===== src/hw/rtl/idn_pkg.sv =====
// idn_pkg: shared types, constants and helpers for the identifier normalizer.
// No dependencies; every other file of the block imports it, except idn_ram.
package idn_pkg;

    localparam int MAX_LEN = 64;
    localparam int ADDR_W  = $clog2(MAX_LEN);
    localparam int CNT_W   = $clog2(MAX_LEN + 1);

    localparam int Q_DEPTH = 2;
    localparam int Q_AW    = $clog2(Q_DEPTH);
    localparam int Q_CW    = $clog2(Q_DEPTH + 1);

    localparam int UNNAMED_LEN = 7;

    // input kinds
    localparam logic [1:0] KIND_CHAR  = 2'd0;
    localparam logic [1:0] KIND_FINAL = 2'd1;
    localparam logic [1:0] KIND_END   = 2'd2;
    localparam logic [1:0] KIND_RSVD  = 2'd3;

    // configuration register indexes
    localparam logic [1:0] CFG_CLASS = 2'd0;
    localparam logic [1:0] CFG_LOWER = 2'd1;
    localparam logic [1:0] CFG_EMPTY = 2'd2;
    localparam logic [1:0] CFG_LIMIT = 2'd3;

    // class enable bits
    localparam int EN_BRACKET = 0;
    localparam int EN_DOT     = 1;
    localparam int EN_SPACE   = 2;
    localparam int EN_PAREN   = 3;
    localparam int EN_AMP     = 4;
    localparam int EN_SEP     = 5;

    // repair mask bits
    localparam logic [5:0] REP_CASE  = 6'h01;
    localparam logic [5:0] REP_CHARS = 6'h02;
    localparam logic [5:0] REP_SEPS  = 6'h04;
    localparam logic [5:0] REP_UNDER = 6'h08;
    localparam logic [5:0] REP_LEN   = 6'h10;
    localparam logic [5:0] REP_EMPTY = 6'h20;

    // characters
    localparam logic [7:0] CH_BSL   = 8'h5C;
    localparam logic [7:0] CH_SLASH = 8'h2F;
    localparam logic [7:0] CH_US    = 8'h5F;
    localparam logic [7:0] CH_DASH  = 8'h2D;
    localparam logic [7:0] CH_DOT   = 8'h2E;
    localparam logic [7:0] CH_SP    = 8'h20;
    localparam logic [7:0] CH_LBRK  = 8'h5B;
    localparam logic [7:0] CH_RBRK  = 8'h5D;
    localparam logic [7:0] CH_LPAR  = 8'h28;
    localparam logic [7:0] CH_RPAR  = 8'h29;
    localparam logic [7:0] CH_AMP   = 8'h26;
    localparam logic [7:0] CASE_OFS = 8'h20;

    typedef struct packed {
        logic [1:0] kind;
        logic [7:0] char_code;
    } t_in;

    typedef struct packed {
        logic [7:0] out_char;
        logic       out_last;
        logic       out_empty;
        logic [5:0] repair_mask;
    } t_out;

    typedef struct packed {
        logic [5:0] char_class_enables;
        logic       lower_case_only;
        logic       allow_empty_name;
        logic [6:0] length_limit;
    } t_cfg;

    // classified item handed from front to back
    typedef struct packed {
        logic [7:0] ch;        // after backslash map and case fold
        logic       has_char;
        logic       is_final;
        logic       is_sep;
        logic       allowed;
        logic [5:0] rep;
    } t_cls;

    function automatic logic [7:0] unnamed_char(input logic [2:0] k);
        logic [7:0] c;
        case (k)
            3'd0:    c = 8'h75;  // u
            3'd1:    c = 8'h6E;  // n
            3'd2:    c = 8'h6E;  // n
            3'd3:    c = 8'h61;  // a
            3'd4:    c = 8'h6D;  // m
            3'd5:    c = 8'h65;  // e
            3'd6:    c = 8'h64;  // d
            default: c = 8'h00;
        endcase
        return c;
    endfunction

endpackage


===== src/hw/rtl/identifier_normalizer_top.sv =====
// identifier_normalizer_top: configuration registers, front classifier, item
// queue and back sequencer. Depends on idn_pkg, idn_front, idn_fifo, idn_back.
// Back sequence: a character item is dequeued, then executed; each byte trimmed
//   before a separator or at the end adds a pop and a buffer read.
// Flow: the back sequencer takes a new input item only when done with the last one;
//   results leave one byte at a time through the registered buffer read port, as the output allows.
// Reset: synchronous, active low; control registers return to reset values and
//   the name buffer is never cleared (only bytes written for the current name are read).
module identifier_normalizer_top (
    input  logic              i_clk,
    input  logic              i_rst_n,
    // input items
    input  logic              i_in_valid,
    output logic              o_in_ready,
    input  idn_pkg::t_in      i_in,
    // result items
    output logic              o_out_valid,
    input  logic              i_out_ready,
    output idn_pkg::t_out     o_out,
    // configuration writes
    input  logic              i_cfg_we,
    input  logic [1:0]        i_cfg_idx,
    input  logic [6:0]        i_cfg_data
);
    import idn_pkg::*;

    // Configuration registers. The user must write them only while the block is idle,
    // so the front and back see stable values for a whole name; the block does not enforce this.
    t_cfg r_cfg;

    always_ff @(posedge i_clk) begin
        if (!i_rst_n) begin
            r_cfg.char_class_enables <= '0;
            r_cfg.lower_case_only    <= 1'b0;
            r_cfg.allow_empty_name   <= 1'b0;
            r_cfg.length_limit       <= 7'd64;
        end else if (i_cfg_we) begin
            case (i_cfg_idx)
                CFG_CLASS: r_cfg.char_class_enables <= i_cfg_data[5:0];
                CFG_LOWER: r_cfg.lower_case_only    <= i_cfg_data[0];
                CFG_EMPTY: r_cfg.allow_empty_name   <= i_cfg_data[0];
                CFG_LIMIT: r_cfg.length_limit       <= i_cfg_data;
                default: begin
                end
            endcase
        end
    end

    // Front: classifies each byte (backslash map, case fold, allowed set)
    // and pushes it into the queue; reserved kinds are taken and dropped.
    logic q_push;
    logic q_full;
    logic q_empty;
    logic q_pop;
    t_cls q_wdata;
    t_cls q_rdata;

    idn_front u_front (
        .i_in_valid (i_in_valid),
        .i_in       (i_in),
        .i_cfg      (r_cfg),
        .i_full     (q_full),
        .o_in_ready (o_in_ready),
        .o_push     (q_push),
        .o_cls      (q_wdata)
    );

    // Two-entry queue lets the front keep taking items while the back trims
    // or emits.
    idn_fifo u_fifo (
        .i_clk   (i_clk),
        .i_rst_n (i_rst_n),
        .i_push  (q_push),
        .i_data  (q_wdata),
        .i_pop   (q_pop),
        .o_full  (q_full),
        .o_empty (q_empty),
        .o_data  (q_rdata)
    );

    // Back: edits the name buffer, runs the trim passes and streams the result
    // through its output register.
    idn_back u_back (
        .i_clk       (i_clk),
        .i_rst_n     (i_rst_n),
        .i_cfg       (r_cfg),
        .i_q_empty   (q_empty),
        .i_q_data    (q_rdata),
        .o_q_pop     (q_pop),
        .o_out_valid (o_out_valid),
        .i_out_ready (i_out_ready),
        .o_out       (o_out)
    );
endmodule


===== src/hw/rtl/idn_ram.sv =====
// idn_ram: generic single-write, single-read RAM with registered read data.
// No dependencies.
module idn_ram #(
    parameter int WIDTH = 8,
    parameter int DEPTH = 64
) (
    input  logic                     i_clk,
    input  logic                     i_we,
    input  logic [$clog2(DEPTH)-1:0] i_waddr,
    input  logic [WIDTH-1:0]         i_wdata,
    input  logic [$clog2(DEPTH)-1:0] i_raddr,
    output logic [WIDTH-1:0]         o_rdata
);
    logic [WIDTH-1:0] r_mem [DEPTH];
    logic [WIDTH-1:0] r_rdata;

    always_ff @(posedge i_clk) begin
        if (i_we) begin
            r_mem[i_waddr] <= i_wdata;
        end
        r_rdata <= r_mem[i_raddr];
    end

    assign o_rdata = r_rdata;
endmodule


===== src/hw/rtl/idn_front.sv =====
// idn_front: accepts input items and classifies each character.
// Depends on idn_pkg; feeds idn_fifo.
module idn_front (
    input  logic          i_in_valid,
    input  idn_pkg::t_in  i_in,
    input  idn_pkg::t_cfg i_cfg,
    input  logic          i_full,
    output logic          o_in_ready,
    output logic          o_push,
    output idn_pkg::t_cls o_cls
);
    import idn_pkg::*;

    logic [7:0] c;
    logic [5:0] rep;
    logic       sep_en;
    logic       sep;
    logic       ok;
    logic [5:0] en;

    always_comb begin
        en     = i_cfg.char_class_enables;
        sep_en = en[EN_SEP];
        c      = i_in.char_code;
        rep    = '0;
        if (c == CH_BSL && sep_en) begin
            c   = CH_SLASH;
            rep = rep | REP_SEPS;
        end
        sep = (c == CH_SLASH) && sep_en;
        if (!sep && i_cfg.lower_case_only && c inside {[8'h41:8'h5A]}) begin
            c   = c + CASE_OFS;
            rep = rep | REP_CASE;
        end
        ok = (c inside {[8'h41:8'h5A], [8'h61:8'h7A], [8'h30:8'h39]})
           || c == CH_US || c == CH_DASH
           || (en[EN_BRACKET] && (c == CH_LBRK || c == CH_RBRK))
           || (en[EN_DOT]     && c == CH_DOT)
           || (en[EN_SPACE]   && c == CH_SP)
           || (en[EN_PAREN]   && (c == CH_LPAR || c == CH_RPAR))
           || (en[EN_AMP]     && c == CH_AMP);

        o_cls.ch       = c;
        o_cls.has_char = (i_in.kind == KIND_CHAR) || (i_in.kind == KIND_FINAL);
        o_cls.is_final = (i_in.kind == KIND_FINAL) || (i_in.kind == KIND_END);
        o_cls.is_sep   = sep;
        o_cls.allowed  = ok;
        // end of empty name carries no byte, so no repairs from its code
        o_cls.rep      = (i_in.kind == KIND_END) ? 6'd0 : rep;
    end

    // reserved kind is taken and dropped
    assign o_in_ready = !i_full;
    assign o_push     = i_in_valid && !i_full && (i_in.kind != KIND_RSVD);
endmodule


===== src/hw/rtl/idn_fifo.sv =====
// idn_fifo: short queue of classified items between front and back.
// Depends on idn_pkg.
module idn_fifo (
    input  logic          i_clk,
    input  logic          i_rst_n,
    input  logic          i_push,
    input  idn_pkg::t_cls i_data,
    input  logic          i_pop,
    output logic          o_full,
    output logic          o_empty,
    output idn_pkg::t_cls o_data
);
    import idn_pkg::*;

    t_cls            r_mem [Q_DEPTH];
    logic [Q_AW-1:0] r_wptr;
    logic [Q_AW-1:0] r_rptr;
    logic [Q_CW-1:0] r_cnt;
    logic            do_push;
    logic            do_pop;

    assign o_full  = (r_cnt == Q_CW'(Q_DEPTH));
    assign o_empty = (r_cnt == '0);
    assign o_data  = r_mem[r_rptr];
    assign do_push = i_push && !o_full;
    assign do_pop  = i_pop && !o_empty;

    always_ff @(posedge i_clk) begin
        if (do_push) begin
            r_mem[r_wptr] <= i_data;
        end
        if (!i_rst_n) begin
            r_wptr <= '0;
            r_rptr <= '0;
            r_cnt  <= '0;
        end else begin
            if (do_push) begin
                r_wptr <= r_wptr + Q_AW'(1);
            end
            if (do_pop) begin
                r_rptr <= r_rptr + Q_AW'(1);
            end
            r_cnt <= r_cnt + Q_CW'(do_push) - Q_CW'(do_pop);
        end
    end
endmodule


===== src/hw/rtl/idn_back.sv =====
// idn_back: sequencer that edits the name buffer, trims and emits results.
// Depends on idn_pkg and idn_ram; takes items from idn_fifo.
module idn_back (
    input  logic          i_clk,
    input  logic          i_rst_n,
    input  idn_pkg::t_cfg i_cfg,
    input  logic          i_q_empty,
    input  idn_pkg::t_cls i_q_data,
    output logic          o_q_pop,
    output logic          o_out_valid,
    input  logic          i_out_ready,
    output idn_pkg::t_out o_out
);
    import idn_pkg::*;

    typedef enum logic [2:0] {
        S_IDLE, S_EXEC, S_RD, S_FIN, S_EMIT, S_ELOAD, S_EMPTY
    } t_state;

    t_state            r_state, n_state;
    t_cls              r_cur, n_cur;
    logic              r_ret_fin, n_ret_fin;
    logic [CNT_W-1:0]  r_fill, n_fill;
    logic              r_seg, n_seg;
    logic              r_us, n_us;
    logic              r_arep, n_arep;
    logic [5:0]        r_rep, n_rep;
    logic [7:0]        r_last, n_last;
    logic              r_unn, n_unn;
    logic [ADDR_W-1:0] r_idx, n_idx;
    logic              r_ov, n_ov;
    t_out              r_out, n_out;

    logic              ram_we;
    logic [ADDR_W-1:0] ram_waddr;
    logic [7:0]        ram_wdata;
    logic [ADDR_W-1:0] ram_raddr;
    logic [7:0]        ram_rdata;

    logic [CNT_W-1:0]  lim_eff;
    logic [CNT_W-1:0]  unn_len;
    logic [CNT_W-1:0]  fill_m1;
    logic [CNT_W-1:0]  fill_m2;
    logic              full;
    logic              sp_en;
    logic              has_last;
    logic              out_free;
    logic              emit_last;
    logic [7:0]        ch;
    logic              drop;
    logic [5:0]        rep_add;
    logic              c_seg, c_us, c_arep;

    idn_ram #(.WIDTH(8), .DEPTH(MAX_LEN)) u_buf (
        .i_clk   (i_clk),
        .i_we    (ram_we),
        .i_waddr (ram_waddr),
        .i_wdata (ram_wdata),
        .i_raddr (ram_raddr),
        .o_rdata (ram_rdata)
    );

    // effective limit: zero reads as one, saturates at the buffer size
    always_comb begin
        if (i_cfg.length_limit == '0) begin
            lim_eff = CNT_W'(1);
        end else if (int'(i_cfg.length_limit) > MAX_LEN) begin
            lim_eff = CNT_W'(MAX_LEN);
        end else begin
            lim_eff = CNT_W'(i_cfg.length_limit);
        end
        unn_len = (lim_eff > CNT_W'(UNNAMED_LEN)) ? CNT_W'(UNNAMED_LEN) : lim_eff;
    end

    assign fill_m1   = r_fill - CNT_W'(1);
    assign fill_m2   = r_fill - CNT_W'(2);
    assign full      = (r_fill >= lim_eff);
    assign sp_en     = i_cfg.char_class_enables[EN_SPACE];
    assign has_last  = (r_fill != '0);
    assign out_free  = !r_ov || i_out_ready;
    assign emit_last = ((CNT_W'(r_idx) + CNT_W'(1)) == r_fill);

    // plain character path
    always_comb begin
        ch      = r_cur.ch;
        drop    = 1'b0;
        rep_add = '0;
        c_seg   = r_seg;
        c_us    = r_us;
        c_arep  = r_arep;
        if (!r_cur.allowed) begin
            rep_add = rep_add | REP_CHARS;
            if (r_arep) begin
                drop = 1'b1;
            end else begin
                ch     = CH_DASH;
                c_arep = 1'b1;
            end
        end else begin
            c_arep = 1'b0;
        end
        if (!drop) begin
            if (ch == CH_DOT && r_seg) begin
                ch      = CH_DASH;
                rep_add = rep_add | REP_CHARS;
            end
            if (ch == CH_US) begin
                if (r_seg || r_us) begin
                    rep_add = rep_add | REP_UNDER;
                    drop    = 1'b1;
                end else begin
                    c_us = 1'b1;
                end
            end else begin
                c_seg = 1'b0;
                c_us  = 1'b0;
            end
            if (!drop && full) begin
                rep_add = rep_add | REP_LEN;
                drop    = 1'b1;
            end
        end
    end

    always_comb begin
        n_state   = r_state;
        n_cur     = r_cur;
        n_ret_fin = r_ret_fin;
        n_fill    = r_fill;
        n_seg     = r_seg;
        n_us      = r_us;
        n_arep    = r_arep;
        n_rep     = r_rep;
        n_last    = r_last;
        n_unn     = r_unn;
        n_idx     = r_idx;
        n_ov      = r_ov;
        n_out     = r_out;
        ram_we    = 1'b0;
        ram_waddr = r_fill[ADDR_W-1:0];
        ram_wdata = ch;
        ram_raddr = r_idx;
        o_q_pop   = 1'b0;
        if (r_ov && i_out_ready) begin
            n_ov = 1'b0;
        end

        case (r_state)
            S_IDLE: begin
                if (!i_q_empty) begin
                    o_q_pop = 1'b1;
                    n_cur   = i_q_data;
                    n_rep   = r_rep | i_q_data.rep;
                    n_state = i_q_data.has_char ? S_EXEC : S_FIN;
                end
            end
            S_EXEC: begin
                if (r_cur.is_sep) begin
                    if (has_last && (r_last == CH_US || (sp_en && r_last == CH_SP))) begin
                        n_rep     = r_rep | ((r_last == CH_US) ? REP_UNDER : REP_CHARS);
                        n_fill    = fill_m1;
                        ram_raddr = fill_m2[ADDR_W-1:0];
                        n_ret_fin = 1'b0;
                        n_state   = S_RD;
                    end else if (has_last && r_last == CH_DOT) begin
                        ram_we    = 1'b1;
                        ram_waddr = fill_m1[ADDR_W-1:0];
                        ram_wdata = CH_DASH;
                        n_last    = CH_DASH;
                        n_rep     = r_rep | REP_CHARS;
                    end else begin
                        if (!has_last || r_last == CH_SLASH) begin
                            n_rep = r_rep | REP_SEPS;
                        end else if (full) begin
                            n_rep = r_rep | REP_LEN;
                        end else begin
                            ram_we    = 1'b1;
                            ram_wdata = CH_SLASH;
                            n_fill    = r_fill + CNT_W'(1);
                            n_last    = CH_SLASH;
                            n_seg     = 1'b1;
                            n_us      = 1'b0;
                            n_arep    = 1'b0;
                        end
                        n_state = r_cur.is_final ? S_FIN : S_IDLE;
                    end
                end else begin
                    n_rep  = r_rep | rep_add;
                    n_seg  = c_seg;
                    n_us   = c_us;
                    n_arep = c_arep;
                    if (!drop) begin
                        ram_we = 1'b1;
                        n_fill = r_fill + CNT_W'(1);
                        n_last = ch;
                    end
                    n_state = r_cur.is_final ? S_FIN : S_IDLE;
                end
            end
            S_RD: begin
                n_last  = ram_rdata;
                n_state = r_ret_fin ? S_FIN : S_EXEC;
            end
            S_FIN: begin
                if (has_last && (r_last == CH_US || r_last == CH_SLASH
                                 || (sp_en && r_last == CH_SP))) begin
                    n_rep     = r_rep | ((r_last == CH_US) ? REP_UNDER :
                                         (r_last == CH_SLASH) ? REP_SEPS : REP_CHARS);
                    n_fill    = fill_m1;
                    ram_raddr = fill_m2[ADDR_W-1:0];
                    n_ret_fin = 1'b1;
                    n_state   = S_RD;
                end else if (has_last && r_last == CH_DOT) begin
                    ram_we    = 1'b1;
                    ram_waddr = fill_m1[ADDR_W-1:0];
                    ram_wdata = CH_DASH;
                    n_last    = CH_DASH;
                    n_rep     = r_rep | REP_CHARS;
                end else if (!has_last && !i_cfg.allow_empty_name) begin
                    n_fill  = unn_len;
                    n_unn   = 1'b1;
                    n_rep   = r_rep | REP_EMPTY;
                    n_idx   = '0;
                    n_state = S_EMIT;
                end else if (!has_last) begin
                    n_state = S_EMPTY;
                end else begin
                    n_idx   = '0;
                    n_state = S_EMIT;
                end
            end
            S_EMIT: begin
                if (out_free) begin
                    n_state = S_ELOAD;
                end
            end
            S_ELOAD: begin
                n_ov                = 1'b1;
                n_out.out_char      = r_unn ? unnamed_char(r_idx[2:0]) : ram_rdata;
                n_out.out_last      = emit_last;
                n_out.out_empty     = 1'b0;
                n_out.repair_mask   = emit_last ? r_rep : '0;
                n_idx               = r_idx + ADDR_W'(1);
                if (emit_last) begin
                    n_fill  = '0;
                    n_seg   = 1'b1;
                    n_us    = 1'b0;
                    n_arep  = 1'b0;
                    n_rep   = '0;
                    n_unn   = 1'b0;
                    n_state = S_IDLE;
                end else begin
                    n_state = S_EMIT;
                end
            end
            S_EMPTY: begin
                if (out_free) begin
                    n_ov              = 1'b1;
                    n_out.out_char    = '0;
                    n_out.out_last    = 1'b1;
                    n_out.out_empty   = 1'b1;
                    n_out.repair_mask = r_rep;
                    n_seg             = 1'b1;
                    n_us              = 1'b0;
                    n_arep            = 1'b0;
                    n_rep             = '0;
                    n_state           = S_IDLE;
                end
            end
            default: begin
                n_state = S_IDLE;
            end
        endcase
    end

    always_ff @(posedge i_clk) begin
        r_cur     <= n_cur;
        r_last    <= n_last;
        r_idx     <= n_idx;
        r_out     <= n_out;
        r_ret_fin <= n_ret_fin;
        if (!i_rst_n) begin
            r_state <= S_IDLE;
            r_fill  <= '0;
            r_seg   <= 1'b1;
            r_us    <= 1'b0;
            r_arep  <= 1'b0;
            r_rep   <= '0;
            r_unn   <= 1'b0;
            r_ov    <= 1'b0;
        end else begin
            r_state <= n_state;
            r_fill  <= n_fill;
            r_seg   <= n_seg;
            r_us    <= n_us;
            r_arep  <= n_arep;
            r_rep   <= n_rep;
            r_unn   <= n_unn;
            r_ov    <= n_ov;
        end
    end

    assign o_out_valid = r_ov;
    assign o_out       = r_out;

    a_fill_bound: assert property (@(posedge i_clk) disable iff (!i_rst_n)
        r_fill <= CNT_W'(MAX_LEN))
        else $error("fill count beyond buffer size");

    a_load_free: assert property (@(posedge i_clk) disable iff (!i_rst_n)
        (r_state == S_ELOAD) |-> !r_ov)
        else $error("output register overwritten");

    a_clear_after_last: assert property (@(posedge i_clk) disable iff (!i_rst_n)
        (r_state == S_ELOAD && emit_last) |=> (r_fill == '0 && r_rep == '0))
        else $error("name state not cleared after last item");

    a_empty_only_empty: assert property (@(posedge i_clk) disable iff (!i_rst_n)
        (r_state == S_EMPTY) |-> (r_fill == '0 && i_cfg.allow_empty_name))
        else $error("empty result with buffered bytes");
endmodule


===== config.mk =====
export PLATFORM = sky130hd
export DESIGN_NAME = identifier_normalizer_top
export DESIGN_NICKNAME = d
export VERILOG_FILES = /design/src/hw/rtl/idn_pkg.sv /design/src/hw/rtl/identifier_normalizer_top.sv /design/src/hw/rtl/idn_ram.sv /design/src/hw/rtl/idn_front.sv /design/src/hw/rtl/idn_fifo.sv /design/src/hw/rtl/idn_back.sv
export SDC_FILE = /design/constraint.sdc
export NUM_CORES = 1
export LEC_CHECK = 0
export ABC_AREA = 1
export BUFFER_PORTS_ARGS = -buffer_cell sky130_fd_sc_hd__buf_2
export CORE_MARGIN = 2
export CORE_UTILIZATION = 50
export DETAILED_ROUTE_END_ITERATION = 6
export HOLD_SLACK_MARGIN = 0.06
export PLACE_DENSITY_LB_ADDON = 0.2
export SLEW_MARGIN = 20
export SYNTH_ARGS = -nofsm -noshare
export SYNTH_HDL_FRONTEND = slang
export SYNTH_SLANG_ARGS = --single-unit

===== constraint.sdc =====
create_clock -name i_clk -period 4.6 [get_ports i_clk]
set_input_delay 0.46 -clock i_clk [delete_from_list [all_inputs] [get_ports i_clk]]
set_output_delay 0.46 -clock i_clk [all_outputs]
set_load 0.01 [all_outputs]

# == Yosys cells after proc, flatten, opt, wreduce, memory -nomap -nowiden ==
# Memory sizes are Yosys's and may differ from the RTL's. A register that Yosys moved wholly into a read port is not among the register bits.
# Index checks and enable logic that the tools add are counted.
# Widths: inputs -> output; s select.
# classes
bitwise,5
n_mux,155
order_cmp,11
reduce_logical,85
eq_ne,69
addsub,10
# ops
operator,count
$mux 8,23
$mux 6,24
$mux 7,13
$eq 8x6->1 const B,11
$mux 1,53
$eq 8x7->1 const B,6
$pmux 7 s6,1
$mux 3,13
$pmux 6 s2,3
$ne 4x4->1 const B,8
$pmux 16 s2,1
$pmux 6 s5,1
$reduce_and 7->1,4
$logic_and 1x1->1,25
$ge 8x7->1 const B,3
$le 8x7->1 const B,3
$or 6x6->6,4
$pmux 8 s3,1
$pmux 3 s7,1
$pmux 7 s3,1
$eq 3x3->1 const B,6
$reduce_and 9->1,2
$logic_or 1x1->1,17
$mux 16,1
46 further kinds,110
# totals
output_inout_bits,18
wordCells,367
n_memories,2
input_bits,24
regBits,82
ramBits,542
# mem_list
name,words,width,rd,rd_ports_with_merged_regs,write_ports,line_no,source
u_back.u_buf.r_mem,64,8,1,1,1,idn_ram.sv:14,logic [WIDTH-1:0] r_mem [DEPTH];
u_fifo.r_mem,2,15,1,1,1,idn_fifo.sv:15,t_cls r_mem [Q_DEPTH];

# == Longest topological paths before layout ==
# Gate-level depths: netlist of the first run.
# logic_depth
ltp_word,19
ltp_mapped,20
depth_no_buf,18

# == Modules after synthesis ==
# From an unflattened synthesis of the first run, not the netlist that was laid out.
# hier_totals
cells_unflattened,2776
area_unflattened_um2,28753.8
# by_module_without_submodules
mod,seq_area_each_um2,area_per_inst_um2,cells_per_inst,instances
idn_ram,15534.9,21291.7,1822,1
idn_back,1681.6,4690.7,669,1
idn_fifo,1181.1,1600.3,94,1
identifier_normalizer_top,300.3,660.6,99,1
idn_front,0.0,510.5,92,1

# == Least setup slack after synthesis of the first run ==
# Ideal clock, no wire load.
# synth_timing
kind,reg2reg
start,register r_cfg[0] (netlist name)
end,"memory u_back.u_buf.r_mem[0][1], data pin"
arrival_time_ps,3639
period_less_slack_ps,4192
path_stages_with_launch,14
path_slack_ps,408
setup_time_ps,553
required_time_ps,4047
path_cell_list,dfxtp_1 nor4_1 inv_1 nor2_1 inv_1 nand2_1 nand2_1 ha_1 nand2_1 o21a_1 nand3_1 nor3_1 nor2_1 o22ai_1
# synth_via
elab_chain_cells,10
elab_cells_between_ends,11
# synth_lines
element,line_no,source
from (decl),identifier_normalizer_top.sv:29,t_cfg r_cfg;
$gt 7x7->1,idn_back.sv:67,end else if (int'(i_cfg.length_limit) > MAX_LEN) begin
$mux 7,idn_back.sv:67,
$mux 7 *,idn_back.sv:65,if (i_cfg.length_limit == '0) begin
$ge 7x7->1 *,idn_back.sv:77,assign full = (r_fill >= lim_eff);
$mux 8 *,idn_back.sv:174,end else if (full) begin
$mux 8 *,idn_back.sv:172,if (!has_last || r_last == CH_SLASH) begin
$mux 8 *,idn_back.sv:165,end else if (has_last && r_last == CH_DOT) begin
$mux 8 *,idn_back.sv:159,if (has_last && (r_last == CH_US || (sp_en && r_last == CH_SP))) begin
$mux 8 *,idn_back.sv:158,if (r_cur.is_sep) begin
$pmux 8 s2 *,idn_back.sv:148,case (r_state)
net u_back.ram_wdata[1],idn_back.sv:36,logic [7:0] ram_wdata;
to (decl),idn_ram.sv:14,
# Mark *: on every way through the listed nets, which the timed path passes. The rest lies on a longest branch.

# == Worst setup path after layout of the first run ==
# layout_timing
start,register r_cfg[0] (netlist name)
end,"memory u_back.u_buf.r_mem[94][3], in the netlist u_back.u_buf.r_mem[47][3] (enable)"
# layout_via
elab_chain_cells,12
elab_cells_between_ends,17
# layout_lines
element,line_no,source
$gt 7x7->1,idn_back.sv:67,
$mux 7,idn_back.sv:67,
$mux 7 *,idn_back.sv:65,
$ge 7x7->1 *,idn_back.sv:77,
$mux 1 / $logic_and 1x1->1 (equally long branches),"idn_back.sv:174, idn_back.sv:118",
"$mux 1, on equally long branches","idn_back.sv:172, idn_back.sv:118",
"$mux 1, on equally long branches","idn_back.sv:165, idn_back.sv:102",
"$mux 1, on equally long branches","idn_back.sv:159, idn_back.sv:192",
$mux 1 *,idn_back.sv:158,
$pmux 1 s2 *,idn_back.sv:148,
$mux 1 *,idn_ram.sv:18,if (i_we) begin
$mux 1 (implied by the code) *,idn_ram.sv:19,r_mem[i_waddr] <= i_wdata;
# Mark *: on every way between the ends. The rest lies on a longest branch, timed or not.

==> results of run 1 <==
registers in the layout, summed over array words and instances (netlist names), 2 cells and up, named ones only:
register and count:
u_back.r_fill 7, u_back.u_buf.o_rdata 8, u_fifo.r_cnt 2, u_back.r_idx 6, u_fifo.r_mem 28, u_back.r_cur 11, u_back.r_rep 6, u_back.r_last 8
u_back.r_state 3, u_back.o_out 16, u_back.u_buf.r_mem 512, r_cfg 15
cells by family (layout without fill, tap and decap cells):
group / count (synthesis) / count (layout) / share of synthesized area, %
adder cells (fa/ha/maj): 25 / 25 / 1.044
flip-flops: 631 / 631 / 61.59
buffers and inverters: 769 / 879 / 10.63
AND/OR/NAND/NOR: 1423 / 1423 / 22.34
AO/OA/AOI/OAI: 206 / 206 / 3.837
XOR/XNOR: 19 / 19 / 0.5553
power by group through the flow:
stage	Combinational [mW]	Clock (mW)	Sequential [mW]
6_report	6.11	5.39	7.88
5_1_grt	6.63	5.70	7.92
4_1_cts	6.08	5.47	7.87
3_5_place_dp	6.06	0	7.99
3_3_place_gp	6.00	0	7.98
2_1_floorplan	3.57	0	7.94
critical path: stages (launching register included):
cell and delay (ns):
dfxtp_1 0.32, nor4_1 0.26, inv_1 0.07, nor2_1 0.09, inv_1 0.05, nand2_1 0.10
nand2_1 0.07, ha_1 0.31, nand2_1 0.09, o21a_1 0.13, nand3_1 0.15, buf_4 0.21
o31ai_4 0.52, nand4_2 0.72, nor2_1 0.31, buf_4 0.21
per-stage QoR:
| step | utilization (%) | instances |
|---|---|---|
| final | 56.77 | 3956 |
| after global routing | 56.77 | 3956 |
| after CTS | 56.77 | 3956 |
| after detailed placement | 53.06 | 3834 |
| after global placement | 53.06 | 3834 |
| after floorplan | - | 3073 |
path summary, 6_finish.rpt:
kind,to,from,slack (ns),cells after the start
worst max-delay path,u_back.u_buf.r_mem[47][3]$_DFFE_PP_,r_cfg[0]$_SDFFE_PN0P_,0.67,15
worst min-delay path,r_cfg[6]$_SDFFE_PN1P_,i_cfg_data[6],0.08,3
worst max register to register,u_back.u_buf.r_mem[47][3]$_DFFE_PP_,r_cfg[0]$_SDFFE_PN0P_,0.67,15
worst min register to register,flip-flop,u_fifo.r_rptr$_SDFFE_PN0P_,0.48,1
final cells by class:
cell class                      count  area [sq um]  share of cell area (%)
Sequential cell                   631         18460                   54.99
Timing Repair Buffer              152          1264                   3.765
Inverter                          605          2273                   6.773
Clock inverter                     35         376.6                   1.122
Tap cell                          773         967.2                   2.881
Multi-Input combinational cell   1673          8413                   25.06
Clock buffer                       87          1814                   5.405
per-layer routing:
metal	routed length, um	share of wire (%)	GRT usage, %
met5	80	0.097	0.7722
met4	2423	2.9	9.351
met3	6915	8.4	5.308
met2	37830	46	41.39
met1	35160	43	36.27
layout by cell type, fill, tap and decap left out, types with 9 or more instances in the layout:
cell type,synthesis,layout
a31oi_1,10,10
clkinv_1,2,13
nor3_1,18,18
buf_12,0,18
edfxtp_1,582,582
nand2_1,479,475
inv_2,14,13
nand2_2,7,9
clkinv_2,1,12
o21ai_1,10,11
xor2_1,17,17
buf_4,27,93
nor2_1,185,182
a21oi_1,46,46
nand4_1,215,215
clkbuf_16,0,69
ha_1,25,25
nand3_1,483,481
o21ai_0,107,106
nand3_2,9,9
buf_2,91,41
dfxtp_1,49,49
clkbuf_1,33,16
inv_1,588,588
==> flow_summary.ini, run 1 <==
[sta]
rsz0062_at_grt = false
timing.final.ws_setup_ns = 0.6653
report.final.slew_viol_count = 0
setup_viol = 0
whs_ns = 0.08482
slew_headroom_pct = 24.06
finClkSkew_ns = 0.03031
finalHoldViolations = 0
finalCritPeriodShare_pct = 85.54
tightest_slew_ns = 1.138
fin_crit_ns = 3.935
tns_ns = 0
fmax_ghz = 0.2541

[logic_synthesis]
post-synth-top-count-cell = inv_1
async_flop_share_pct = 0
synthTopCellsByArea = edfxtp_1 58%, nand3_1 8.1%, inv_1 7.4%
synthCells = 3073
ys_top_cells_by_count = 588 x inv_1, 582 x edfxtp_1, 483 x nand3_1
synth_ff_type = edfxtp_1
syn_nets = 3122
synth_area_sq_um = 29970
synth_edf_count = 582
ys_ff_latch = 631
yosysSeqAreaShare_pct = 61.59
yosys_warnings = 0
avgSynthCellArea_sq_um = 9.752
synth.top_cell.area_share_pct = 58.32
synth_area_leader_cell = edfxtp_1
synth.distinct_cells = 53

[final_layout]
n_fill_cell = 5094
drive_above_1_share_pct = 9.802
postLayoutCellArea_sq_um = 33570
area_delta_synth_final_pct = 12.00
finalNetCount = 3180
diodes = 0

[placed_design]
port_buffers = 41
place_hpwl_mm = 51.89
gp_congestion = 0.9363
place_area_sq_um = 31380
pre_cts_slack_ns = 0.7144

[min_path]
hold_class = in2reg

[routing]
drt_iter0_drc = 2341
drcViolationCount = 0
routed-via-count = 22310
wire_per_inst_um = 20.83
routed_wl_mm = 82.42
ant_nets = 0
post_drt_via_cell_ratio = 5.640
dr.pass1.iters = 6

[job]
max_cap_violations = 0

[status]
outcome = complete, no violations

[grt]
antenna_found_initial = 2
grt_max_degree = 209
grt_pass1_vias = 21420
track_usage_pct = 26.28
overflow = 0
grt_pass1_wl_mm = 124.8

[die]
die-area_sq_um = 61910
start_util_pct = 50.68
dieHeight_um = 248.8
io_pins = 42
rows = 89
die_width_um = 248.8
core_region_area_sq_um = 59130

[pwr]
internal_power_mw = 12.28
switching_share_pct = 36.64
combPwrFrac_pct = 31.5
power.total_mw = 19.38
leakagePower_nw = 14.11
seqPwrFrac_pct = 40.7
p_clk_share_pct = 27.8
power.net_switching_mw = 7.100
ir_worst_vdd_mv = 0.3474
pwr_density_cell_nw_per_um2 = 577.3

[clocking]
post-cts-setup-buffers = 0
ctsRootBufferMaster = clkbuf_16
clk_path_buf_depth = 3
clkTransAtPathRegs_ns = 0.06
cts_tree = done
cts_buffers = 68
cts_resized = 0
cts_sinks = 631
ctsHoldBuffers = 0
clock_latency_ns = 0.63
htreeDepth = 3

[critical_path]
cp_max_fo = 8
cp_data_required_time_ns = 4.91
crit_arrival_ns = 4.24
cp-start-kind = flip-flop
crit_type = reg2reg
end_kind = flip-flop
(Power assumes the default switching activity.)
==> run 2, diff against run 1 <==
==> constraint.sdc (replaced) <==
create_clock -name i_clk -period 3.9 [get_ports i_clk]
set_input_delay 0.39 -clock i_clk [delete_from_list [all_inputs] [get_ports i_clk]]
set_output_delay 0.39 -clock i_clk [all_outputs]
set_load 0.01 [all_outputs]
==> flow_summary.ini, run 2 (synthesis results as in run 1) <==
[grt]
grt_max_degree = 129
grt_pass1_wl_mm = 124.5
antenna_found_initial = 2
track_usage_pct = 26.19
grt_pass1_vias = 21420
overflow = 0

[placed_design]
port_buffers = 41
dp_cells = 3849
place_hpwl_mm = 51.31
gp_congestion = 0.9422
place_area_sq_um = 31560
pre_cts_slack_ns = 0.4740

[final_layout]
utilization_pct = 57.21
final_cells = 3977
postLayoutCellArea_sq_um = 33830
finalNetCount = 3201
largest_reg_flops = 512
largest_register = u_back.u_buf.r_mem
register_area_sq_um = 18460
multi_input_area_sq_um = 8413
n_fill_cell = 5087
mostFrequentLayoutCell = inv_1
area_delta_synth_final_pct = 12.89
drive_above_1_share_pct = 10.27
mostFrequentLayoutCells = 588 x inv_1, 582 x edfxtp_1, 481 x nand3_1, 475 x nand2_1, 215 x nand4_1

[status]
violations = DRC
outcome = finished, violations left

[critical_path]
end_kind = flip-flop
slowest_stage = dfxtp_1
cp-start-kind = flip-flop
critPathMaxStageDelay_ns = 0.57
critPathMostFrequentCell = nand2_1
crit_chain = inv_1 > ha_1 > nand2_1 > nor3_2 > nor2_2 > nand2_1 > nand2_1 > nand2_2 > inv_1 > nand2_1 > o21ai_0 > buf_4 > inv_1 > nor2_1 > nand2_1 > nor2_1 > buf_4
cp_max_fo = 9
crit_arrival_ns = 3.85
crit_type = reg2reg
cp_data_required_time_ns = 4.21

[sta]
fmax_ghz = 0.2828
slew_headroom_pct = 38.92
finClkSkew_ns = 0.03414
setup_viol = 0
report.final.slew_viol_count = 0
finalHoldViolations = 0
finalCritPeriodShare_pct = 90.68
whs_ns = 0.09064
tightest_slew_ns = 0.9102
fin_crit_ns = 3.536
rsz0062_at_grt = false
timing.final.ws_setup_ns = 0.3636

[routing]
routed_wl_mm = 81.92
wl_met1_mm = 34.33
wire_per_inst_um = 20.60
post_drt_via_cell_ratio = 5.666
dr.pass1.iters = 7
drcViolationCount = 13
top_layer = met5
dr_wl_met2_mm = 37.95
wl_met3_mm = 7.300
drt_iter0_drc = 2683
ant_nets = 0
routed-via-count = 22530

[clocking]
cts_buffers = 68
cts_resized = 0
htreeDepth = 3
ctsHoldBuffers = 6
clkTransAtPathRegs_ns = 0.06
ctsRootBufferMaster = clkbuf_16
clk_path_buf_depth = 3
clock_latency_ns = 0.62
post-cts-setup-buffers = 0
cts_sinks = 631
cts_tree = done

[die]
start_util_pct = 50.68
io_pins = 42
rows = 89
core_region_area_sq_um = 59130
die_width_um = 248.8
dieHeight_um = 248.8
die-area_sq_um = 61910

[pwr]
ir_worst_vdd_mv = 0.6537
power.net_switching_mw = 8.329
internal_power_mw = 14.69
leakagePower_nw = 14.24
seqPwrFrac_pct = 40.3
switching_share_pct = 36.19
pwr_density_cell_nw_per_um2 = 680.3
combPwrFrac_pct = 31.9
p_clk_share_pct = 27.8

[job]
max_cap_violations = 0

[min_path]
hold_class = in2reg
## run 2: changes by cell type in the layout (fill, tap and decap cells not counted), sizes merged
cell	delta
buf	+15
bufinv	+1
clkbuf	+2
clkinv	-10
clkinvlp	+3
diode	+1
dlygate4sd3	+6
inv	+3
## run 2: per-layer routing
| metal | up-vias | track usage (%) |
|---|---|---|
| li1 | 10530 | - |
| met1 | 10760 | 36.27 |
| met2 | 1060 | 42.15 |
| met3 | 178 | 4.587 |
| met4 | 2 | 8.364 |
| met5 | - | 0 |
## run 2: critical path: cells and delay by family, from the launching register on
family,cells,cell delay (ns)
flops,1,0.57
compound gates,1,0.09
fa+ha+maj,1,0.24
simple gates,10,1.62
buf+inv,5,0.71
## run 2: worst paths after layout
path,startpoint,endpoint,slack (ns),depth (start not counted)
worst max-delay path,u_back.r_fill[0]$_SDFFE_PN0P_,u_back.u_buf.r_mem[40][2]$_DFFE_PP_,0.36,17
worst min-delay path,i_cfg_data[0],r_cfg[0]$_SDFFE_PN0P_,0.09,3
worst max register to register,u_back.r_fill[0]$_SDFFE_PN0P_,u_back.u_buf.r_mem[40][2]$_DFFE_PP_,0.36,17
worst min register to register,u_back.r_us$_SDFFE_PN0P_,u_back.r_us$_SDFFE_PN0P_,0.46,2
## run 2: area by class of cell
class / instances / area share [%]
clock inverters: 32 / 1.039
flip-flops and latches: 631 / 54.56
well taps: 773 / 2.859
diodes: 1 / 0.007397
repair buffers: 173 / 4.468
clock buffers: 89 / 5.481
inverters: 605 / 6.720
multi-input cells: 1673 / 24.87
## run 2: power groups by stage
stage	sequential (mW)	combinational (mW)	clock [mW]
2_1_floorplan	9.36	4.22	0
3_3_place_gp	9.41	7.18	0
3_5_place_dp	9.42	7.23	0
4_1_cts	9.28	7.27	6.49
5_1_grt	9.33	7.94	6.77
6_report	9.29	7.33	6.40
## run 2: through the flow
stage                     power (mW)  setup TNS, ns
after global placement         16.59              0
after floorplan                13.58         -28.59
after detailed placement       16.65              0
after global routing           24.03              0
after CTS                      23.04              0
final                          23.02              0
